### config.mk
export PLATFORM = sky130hd
export DESIGN_NAME = circular_deque_unit_flat
export DESIGN_NICKNAME = d
export VERILOG_FILES = /design/src/rtl/cdq_pkg.sv /design/src/rtl/cdq_if.sv /design/src/rtl/cdq_cell.sv /design/src/rtl/circular_deque_unit.sv /design/src/flat_wrapper.sv
export SDC_FILE = /design/constraint.sdc
export NUM_CORES = 1
export LEC_CHECK = 0
export BUFFER_PORTS_ARGS = -buffer_cell sky130_fd_sc_hd__clkbuf_2
export CORE_MARGIN = 5
export CORE_UTILIZATION = 45
export CTS_CLUSTER_DIAMETER = 200
export DETAILED_ROUTE_END_ITERATION = 6
export HOLD_SLACK_MARGIN = 0.15
export SLEW_MARGIN = 20
export SYNTH_ARGS = -nofsm -noshare
export SYNTH_HDL_FRONTEND = slang
export SYNTH_HIERARCHICAL = 1
export SYNTH_SLANG_ARGS = --single-unit
### constraint.sdc
create_clock -name clk_i -period 9.05 [get_ports clk_i]
set_input_delay 1.81 -clock clk_i [delete_from_list [all_inputs] [get_ports clk_i]]
set_output_delay 1.81 -clock clk_i [all_outputs]
set_load 0.1 [all_outputs]
### src/rtl/cdq_pkg.sv
// Package for the circular deque: sizes, request codes and cell control type.
package cdq_pkg;

  localparam int unsigned DEPTH     = 16;
  localparam int unsigned NUM_CELLS = DEPTH - 1;
  localparam int unsigned CNT_W     = $clog2(DEPTH);
  localparam int unsigned DATA_W    = 32;
  localparam int unsigned KIND_W    = 3;
  localparam int unsigned FILL_W    = 4;

  typedef enum logic [KIND_W-1:0] {
    KIND_PUSH_FRONT = 3'd0,
    KIND_PUSH_BACK  = 3'd1,
    KIND_POP_FRONT  = 3'd2,
    KIND_POP_BACK   = 3'd3,
    KIND_CLEAR      = 3'd4
  } kind_e;

  typedef logic [DATA_W-1:0] data_t;

  // One-hot command broadcast to every cell; only set for a transaction that succeeds.
  typedef struct packed {
    logic push_front;
    logic push_back;
    logic pop_front;
    logic pop_back;
    logic clear;
  } cdq_ctl_t;

endpackage

### src/rtl/cdq_if.sv
// Request and response channel interfaces of the circular deque.
interface cdq_req_if import cdq_pkg::*; ();
  logic                     valid;
  logic                     ready;
  logic [KIND_W-1:0]        kind;
  logic signed [DATA_W-1:0] push_value;

  modport source (output valid, kind, push_value, input ready);
  modport sink   (input valid, kind, push_value, output ready);
endinterface

interface cdq_rsp_if import cdq_pkg::*; ();
  logic                     valid;
  logic                     ready;
  logic                     ok;
  logic signed [DATA_W-1:0] pop_value;
  logic                     is_empty;
  logic                     is_full;
  logic [FILL_W-1:0]        fill_count;

  modport source (output valid, ok, pop_value, is_empty, is_full, fill_count, input ready);
  modport sink   (input valid, ok, pop_value, is_empty, is_full, fill_count, output ready);
endinterface

### src/rtl/cdq_cell.sv
// One storage cell of the deque chain: holds a word and its occupied flag.
module cdq_cell import cdq_pkg::*; (
  input  logic     clk_i,
  input  logic     rst_ni,
  input  cdq_ctl_t ctl_i,
  input  data_t    push_value_i,
  input  data_t    left_data_i,
  input  logic     left_valid_i,
  input  data_t    right_data_i,
  input  logic     right_valid_i,
  output data_t    data_o,
  output logic     valid_o,
  output data_t    tail_data_o
);

  data_t data_q, data_d;
  logic  valid_q, valid_d;
  logic  is_tail;

  assign is_tail = valid_q && !right_valid_i;

  always_comb begin
    data_d  = data_q;
    valid_d = valid_q;
    if (ctl_i.clear) begin
      valid_d = 1'b0;
    end else if (ctl_i.push_front) begin
      data_d  = left_data_i;
      valid_d = left_valid_i;
    end else if (ctl_i.pop_front) begin
      data_d  = right_data_i;
      valid_d = right_valid_i;
    end else if (ctl_i.push_back) begin
      // first free cell takes the new word
      if (!valid_q && left_valid_i) begin
        data_d  = push_value_i;
        valid_d = 1'b1;
      end
    end else if (ctl_i.pop_back) begin
      if (is_tail) begin
        valid_d = 1'b0;
      end
    end
  end

  always_ff @(posedge clk_i or negedge rst_ni) begin
    if (!rst_ni) begin
      valid_q <= 1'b0;
    end else begin
      valid_q <= valid_d;
    end
  end

  always_ff @(posedge clk_i) begin
    data_q <= data_d;
  end

  assign data_o      = data_q;
  assign valid_o     = valid_q;
  assign tail_data_o = is_tail ? data_q : '0;

endmodule

### src/rtl/circular_deque_unit.sv
// Top level of the circular deque: a shifting chain of storage cells.
//
//   channel   dir   fields                                         accepted when
//   req_i     in    kind, push_value                               valid && ready
//   rsp_o     out   ok, pop_value, is_empty, is_full, fill_count   valid && ready
//
// One transaction per cycle while rsp_o keeps taking responses; the response appears in the cycle after the request.
// Every cell updates in the same cycle as its neighbors, so the chain sets no extra latency.
// Request ready is held off only while a response waits and rsp_o.ready is low.
// Reset empties the chain (all occupied flags cleared) at once; no clearing pass.
module circular_deque_unit import cdq_pkg::*; (
  input logic      clk_i,
  input logic      rst_ni,
  cdq_req_if.sink  req_i,
  cdq_rsp_if.source rsp_o
);

  cdq_ctl_t          ctl;
  logic              accept;
  logic [CNT_W-1:0]  count_q, count_d;
  logic              ok;
  data_t             popped;
  data_t             tail_or;
  logic              not_full, not_empty;

  data_t cell_data  [NUM_CELLS];
  logic  cell_valid [NUM_CELLS];
  data_t cell_tail  [NUM_CELLS];

  logic              rsp_valid_q;
  logic              rsp_ok_q;
  data_t             rsp_pop_q;
  logic              rsp_empty_q;
  logic              rsp_full_q;
  logic [FILL_W-1:0] rsp_fill_q;
  logic [CNT_W+FILL_W-1:0] fill_ext;

  assign req_i.ready = !rsp_valid_q || rsp_o.ready;
  assign accept      = req_i.valid && req_i.ready;

  assign not_full  = count_q != CNT_W'(NUM_CELLS);
  assign not_empty = count_q != '0;

  always_comb begin
    ctl     = '0;
    ok      = 1'b0;
    count_d = count_q;
    popped  = '0;
    case (req_i.kind)
      KIND_PUSH_FRONT: begin
        if (not_full) begin
          ctl.push_front = accept;
          ok             = 1'b1;
          count_d        = count_q + 1'b1;
        end
      end
      KIND_PUSH_BACK: begin
        if (not_full) begin
          ctl.push_back = accept;
          ok            = 1'b1;
          count_d       = count_q + 1'b1;
        end
      end
      KIND_POP_FRONT: begin
        if (not_empty) begin
          ctl.pop_front = accept;
          ok            = 1'b1;
          count_d       = count_q - 1'b1;
          popped        = cell_data[0];
        end
      end
      KIND_POP_BACK: begin
        if (not_empty) begin
          ctl.pop_back = accept;
          ok           = 1'b1;
          count_d      = count_q - 1'b1;
          popped       = tail_or;
        end
      end
      KIND_CLEAR: begin
        ctl.clear = accept;
        ok        = 1'b1;
        count_d   = '0;
      end
      default: begin
      end
    endcase
  end

  always_comb begin
    tail_or = '0;
    for (int i = 0; i < NUM_CELLS; i++) begin
      tail_or = tail_or | cell_tail[i];
    end
  end

  for (genvar g = 0; g < NUM_CELLS; g++) begin : g_cell
    data_t left_data, right_data;
    logic  left_valid, right_valid;

    if (g == 0) begin : g_first
      assign left_data  = data_t'(req_i.push_value);
      assign left_valid = 1'b1;
    end else begin : g_mid_l
      assign left_data  = cell_data[g-1];
      assign left_valid = cell_valid[g-1];
    end

    if (g == NUM_CELLS - 1) begin : g_last
      assign right_data  = '0;
      assign right_valid = 1'b0;
    end else begin : g_mid_r
      assign right_data  = cell_data[g+1];
      assign right_valid = cell_valid[g+1];
    end

    cdq_cell u_cell (
      .clk_i         (clk_i),
      .rst_ni        (rst_ni),
      .ctl_i         (ctl),
      .push_value_i  (data_t'(req_i.push_value)),
      .left_data_i   (left_data),
      .left_valid_i  (left_valid),
      .right_data_i  (right_data),
      .right_valid_i (right_valid),
      .data_o        (cell_data[g]),
      .valid_o       (cell_valid[g]),
      .tail_data_o   (cell_tail[g])
    );
  end

  assign fill_ext = {{FILL_W{1'b0}}, count_d};

  always_ff @(posedge clk_i or negedge rst_ni) begin
    if (!rst_ni) begin
      count_q     <= '0;
      rsp_valid_q <= 1'b0;
    end else begin
      if (accept) begin
        count_q <= count_d;
      end
      if (accept) begin
        rsp_valid_q <= 1'b1;
      end else if (rsp_o.ready) begin
        rsp_valid_q <= 1'b0;
      end
    end
  end

  always_ff @(posedge clk_i) begin
    if (accept) begin
      rsp_ok_q    <= ok;
      rsp_pop_q   <= popped;
      rsp_empty_q <= count_d == '0;
      rsp_full_q  <= count_d == CNT_W'(NUM_CELLS);
      rsp_fill_q  <= fill_ext[FILL_W-1:0];
    end
  end

  assign rsp_o.valid      = rsp_valid_q;
  assign rsp_o.ok         = rsp_ok_q;
  assign rsp_o.pop_value  = rsp_pop_q;
  assign rsp_o.is_empty   = rsp_empty_q;
  assign rsp_o.is_full    = rsp_full_q;
  assign rsp_o.fill_count = rsp_fill_q;

endmodule

### src/flat_wrapper.sv
// flat-port wrapper written by rule: the top's interface ports become plain ports
module circular_deque_unit_flat import cdq_pkg::*;
  (clk_i, rst_ni, req_i_valid, req_i_kind, req_i_push_value, req_i_ready, rsp_o_valid, rsp_o_ok, rsp_o_pop_value, rsp_o_is_empty, rsp_o_is_full, rsp_o_fill_count, rsp_o_ready);
  cdq_req_if req_i_i ();
  cdq_rsp_if rsp_o_i ();
  input logic clk_i;
  input logic rst_ni;
  input wire logic [$bits(req_i_i.valid)-1:0] req_i_valid;
  input wire logic [$bits(req_i_i.kind)-1:0] req_i_kind;
  input wire logic [$bits(req_i_i.push_value)-1:0] req_i_push_value;
  output wire logic [$bits(req_i_i.ready)-1:0] req_i_ready;
  output wire logic [$bits(rsp_o_i.valid)-1:0] rsp_o_valid;
  output wire logic [$bits(rsp_o_i.ok)-1:0] rsp_o_ok;
  output wire logic [$bits(rsp_o_i.pop_value)-1:0] rsp_o_pop_value;
  output wire logic [$bits(rsp_o_i.is_empty)-1:0] rsp_o_is_empty;
  output wire logic [$bits(rsp_o_i.is_full)-1:0] rsp_o_is_full;
  output wire logic [$bits(rsp_o_i.fill_count)-1:0] rsp_o_fill_count;
  input wire logic [$bits(rsp_o_i.ready)-1:0] rsp_o_ready;
  assign req_i_i.valid = req_i_valid;
  assign req_i_i.kind = req_i_kind;
  assign req_i_i.push_value = req_i_push_value;
  assign req_i_ready = req_i_i.ready;
  assign rsp_o_valid = rsp_o_i.valid;
  assign rsp_o_ok = rsp_o_i.ok;
  assign rsp_o_pop_value = rsp_o_i.pop_value;
  assign rsp_o_is_empty = rsp_o_i.is_empty;
  assign rsp_o_is_full = rsp_o_i.is_full;
  assign rsp_o_fill_count = rsp_o_i.fill_count;
  assign rsp_o_i.ready = rsp_o_ready;
  circular_deque_unit u_core (.clk_i(clk_i), .rst_ni(rst_ni), .req_i(req_i_i), .rsp_o(rsp_o_i));
endmodule
==> impl_results.md <==
- Max clock buf depth: 3
- Area delta synth->final: 7.74%
- Util after Layout: about half
- Vias in the first global route: approximately 23000
- Hold depth: 2
- Comb pwr share: 29.8%
- Top FF cell, synth: edfxtp_1
- Worst setup EP type: flop
- Mapped Avg Cell Area: between 10 and 15 µm²
- Dpl hpwl: 52800 µm
- Remaining antenna violation count: 0
- Synth cell types: 44
- Clock root buffer: clkbuf_16
- Clock network fraction of total power: a little under a third
- Post-Route WL: 96600 µm
- Setup Skew: between 0.02 and 0.03 ns
- Largest area contributor in the netlist: edfxtp_1
- Hold Vio Cnt, Final: 0
- Register-to-register setup slack: 4.10 ns
- Final setup viols: 0
- Period minus WS final: 5.37 ns
- Relative slew slack: a little under a fifth
- Via count: roughly 24000
- Die W: roughly 280 µm
- CTS tree: built
- Cell area power density: about 230 nW/µm²
- Sequential fraction of the synthesis area: roughly half
- Die Y: 279 µm
- Worst reg2reg path depth: 10
- Hold Buf Count CTS: 0
- H-tree depth: 3
- Final worst slack: between 3 and 4 ns
- Synth warn: 6
- Wire per inst: roughly 24 µm
- Setup crit start kind: input pin
- Initial DRC count: approximately 2700
- Hold Slack: roughly 0.54 ns
- Hold Crit Start: u_core/rsp_o.valid
- Sequential fraction of design power: roughly two fifths
- Reg2reg end: u_core/g_cell[13].u_cell/data_o[21]
- Tcrit/Tclk final: 59.3%
- Post CTS Setup Buffer Count: 0
- Top cells by area, synth: edfxtp_1 48%, mux2i_1 15%, and2_1 9.3%
- CP required: around 9.4 ns
- Die ar.: around 78000 µm²
- Max-Cap Viols: 0
- RR Startpoint: u_core/count_q[0]
- Grt total ovfl: 0
- Remaining DRCs: 0
- Mapped Area: between 30000 and 40000 µm²
- Top-count cell post-synth: edfxtp_1
- Peak supply drop: roughly 0.00015 V
- Share of layout cells above drive strength 1: between 8 and 9%
- Starting Density: 45.5%
- Largest net degree at the start of global routing: 160
- Worst Path Arrival: about 5.7 ns
- Pre-CTS setup slack: ~3.1 ns
- Min-Delay Path Class: reg -> reg
- #FFs+latches synth: between 500 and 600
- Total CTS buffers: between 60 and 70
- Global-route wire length before repair: between 100000 and 150000 µm
- I/O pins: 80
- Total GRT Usage: a little under a quarter
- Post-synth EDFFs: around 520
- Setup TNS: 0 ns
- DR vias/cell: between 5 and 6
- # clock sinks: roughly 540
- # fillers: 6656
- Placed Area: ~33000 µm²
- PortBufs: between 70 and 80
- Sw Ratio: between 30% and 40%
- Initial antenna violation count: 7
- Critical Path Fanout Max: 72
- Post-synth top cells: 519 x edfxtp_1, 482 x and2_1, 481 x mux2i_1, 481 x nand2_1, 480 x o21ai_1
- Design area: 35100 µm²
- Kind of critical path: in -> reg
- Max Slew Vio Count: 0
- Async SR Flop Fraction: under 10%
- GP Congestion: ~0.8
- RSZ-0062 raised after global routing: no
- Outcome: finished, final reports clean
- Fmax: ~190 MHz
- Worst Hold End: u_core/rsp_o.valid
- Clock slew at reported path FFs: ~0.06 ns
- Initial DRT Pass Iterations: 6
- Share of Yosys cell area claimed by the top area cell type: around 48%
- PostCTS Resize Cnt: 0
- Core area: 71600 µm²
- Number of placement rows: slightly below 100
- P_leak: approximately 11 nW
- Synth Instances: between 3000 and 4000
- Worst skew pair latency: between 0.6 and 0.7 ns
- Switching power: roughly 2.9 mW
- Fin nets: 3131
- Worst slew pin tran: around 1.2 ns
- P_int: between 5 and 6 mW
-- flip-flops by register name (all words and copies together), names as in the netlist --
| name | cells |
|---|---|
| u_core/g_cell.u_cell/data_o | 480 |
| u_core/g_cell.u_cell/valid_o | 15 |
| u_core/rsp_o.is_empty | 1 |
| u_core/rsp_o.valid | 1 |
| u_core/rsp_o.is_full | 1 |
| u_core/rsp_o.fill_count | 4 |
| u_core/rsp_o.pop_value | 32 |
| u_core/rsp_o.ok | 1 |
| u_core/count_q | 4 |
-- worst max-delay path, cell delays in order --
cell and delay, ns:
clkbuf_2 0.19, inv_1 0.17, nand3_1 0.20, nor3_2 0.23, buf_4 0.82, buf_4 0.86, buf_4 0.90, mux2i_1 0.30
o21ai_1 0.08
-- layout by cell type (no fill, tap or decap), drive strengths merged, types with 2 or more instances in the layout --
cell and count:
edfxtp 519, o21ai 495, and2 482, mux2i 481, nand2 481, clkbuf 170, nor4 100, buf 51
a21oi 48, conb 36, nor3 36, nand4 32, a22o 32, inv 21, clkinv 21, dfrtp 20
nor2 17, nand3b 16, and2b 15, o21bai 15, o31a 15, diode 8, nand2b 6, mux2 4
bufinv 3, nand3 3, and3 2, a221o 2, and4 2, ha 2
-- power by group through the flow --
stage / registers [mW] / logic, mW / clock network (mW)
after floorplan: 3.31 / 1.43 / 0
after global placement: 3.19 / 2.37 / 0
after detailed placement: 3.20 / 2.40 / 0
after CTS: 3.15 / 2.41 / 2.64
after global routing: 3.18 / 2.57 / 2.74
final: 3.15 / 2.43 / 2.58
-- how the worst max path moves through the flow --
stage / start / endpoint / slack, ns / cells past startpoint
global placement: req_i_kind[2] / u_core/g_cell[13].u_cell/data_o[19] / 3.28 / 9
floorplan: rsp_o_ready / u_core/g_cell[0].u_cell/data_o[0] / 0.64 / 6
global route: req_i_kind[2] / u_core/g_cell[14].u_cell/data_o[22] / 3.52 / 9
finish: req_i_kind[2] / u_core/g_cell[13].u_cell/data_o[21] / 3.68 / 9
detailed placement: req_i_kind[2] / u_core/g_cell[13].u_cell/data_o[21] / 3.14 / 9
CTS: req_i_kind[2] / u_core/g_cell[13].u_cell/data_o[21] / 3.77 / 9
-- cells by family after synthesis --
family | synth area share, %
buffers and inverters | 6.20
and+or+nand+nor | 19.2
DFF | 49.4
AOI/OAI and AO/OA | 10.2
adders and majority gates | 0.0768
muxes | 14.9
other | 0.0230
-- routing by layer --
layer | up-vias | routed length (µm) | track usage (%)
met3 | 201 | 6610 | 3.72
met2 | 895 | 44900 | 38.4
li1 | 11127 | - | -
met4 | 2 | 3400 | 8.42
met5 | - | 20 | 0
met1 | 11805 | 41600 | 33.1
-- metrics by stage --
stage                     instances  total power, mW
final                          4097             8.16
after global routing           4093             8.49
after CTS                      4086             8.20
after detailed placement       3969             5.60
after global placement         3969             5.56
after floorplan                3114             4.73
-- final cells by class --
class                   count  area (µm²)  share of cell area (%)
flip-flops and latches    539       16100                    45.8
multi-input cells        2334       14800                    42.2
clock buffers              91        1860                    5.30
well taps                 950        1190                    3.39
repair buffers            130         856                    2.44
clock inverters            26         200                   0.570
inverters                  19        71.3                   0.203
diodes                      8        20.0                  0.0570
Power figures use the tool's default switching activity.
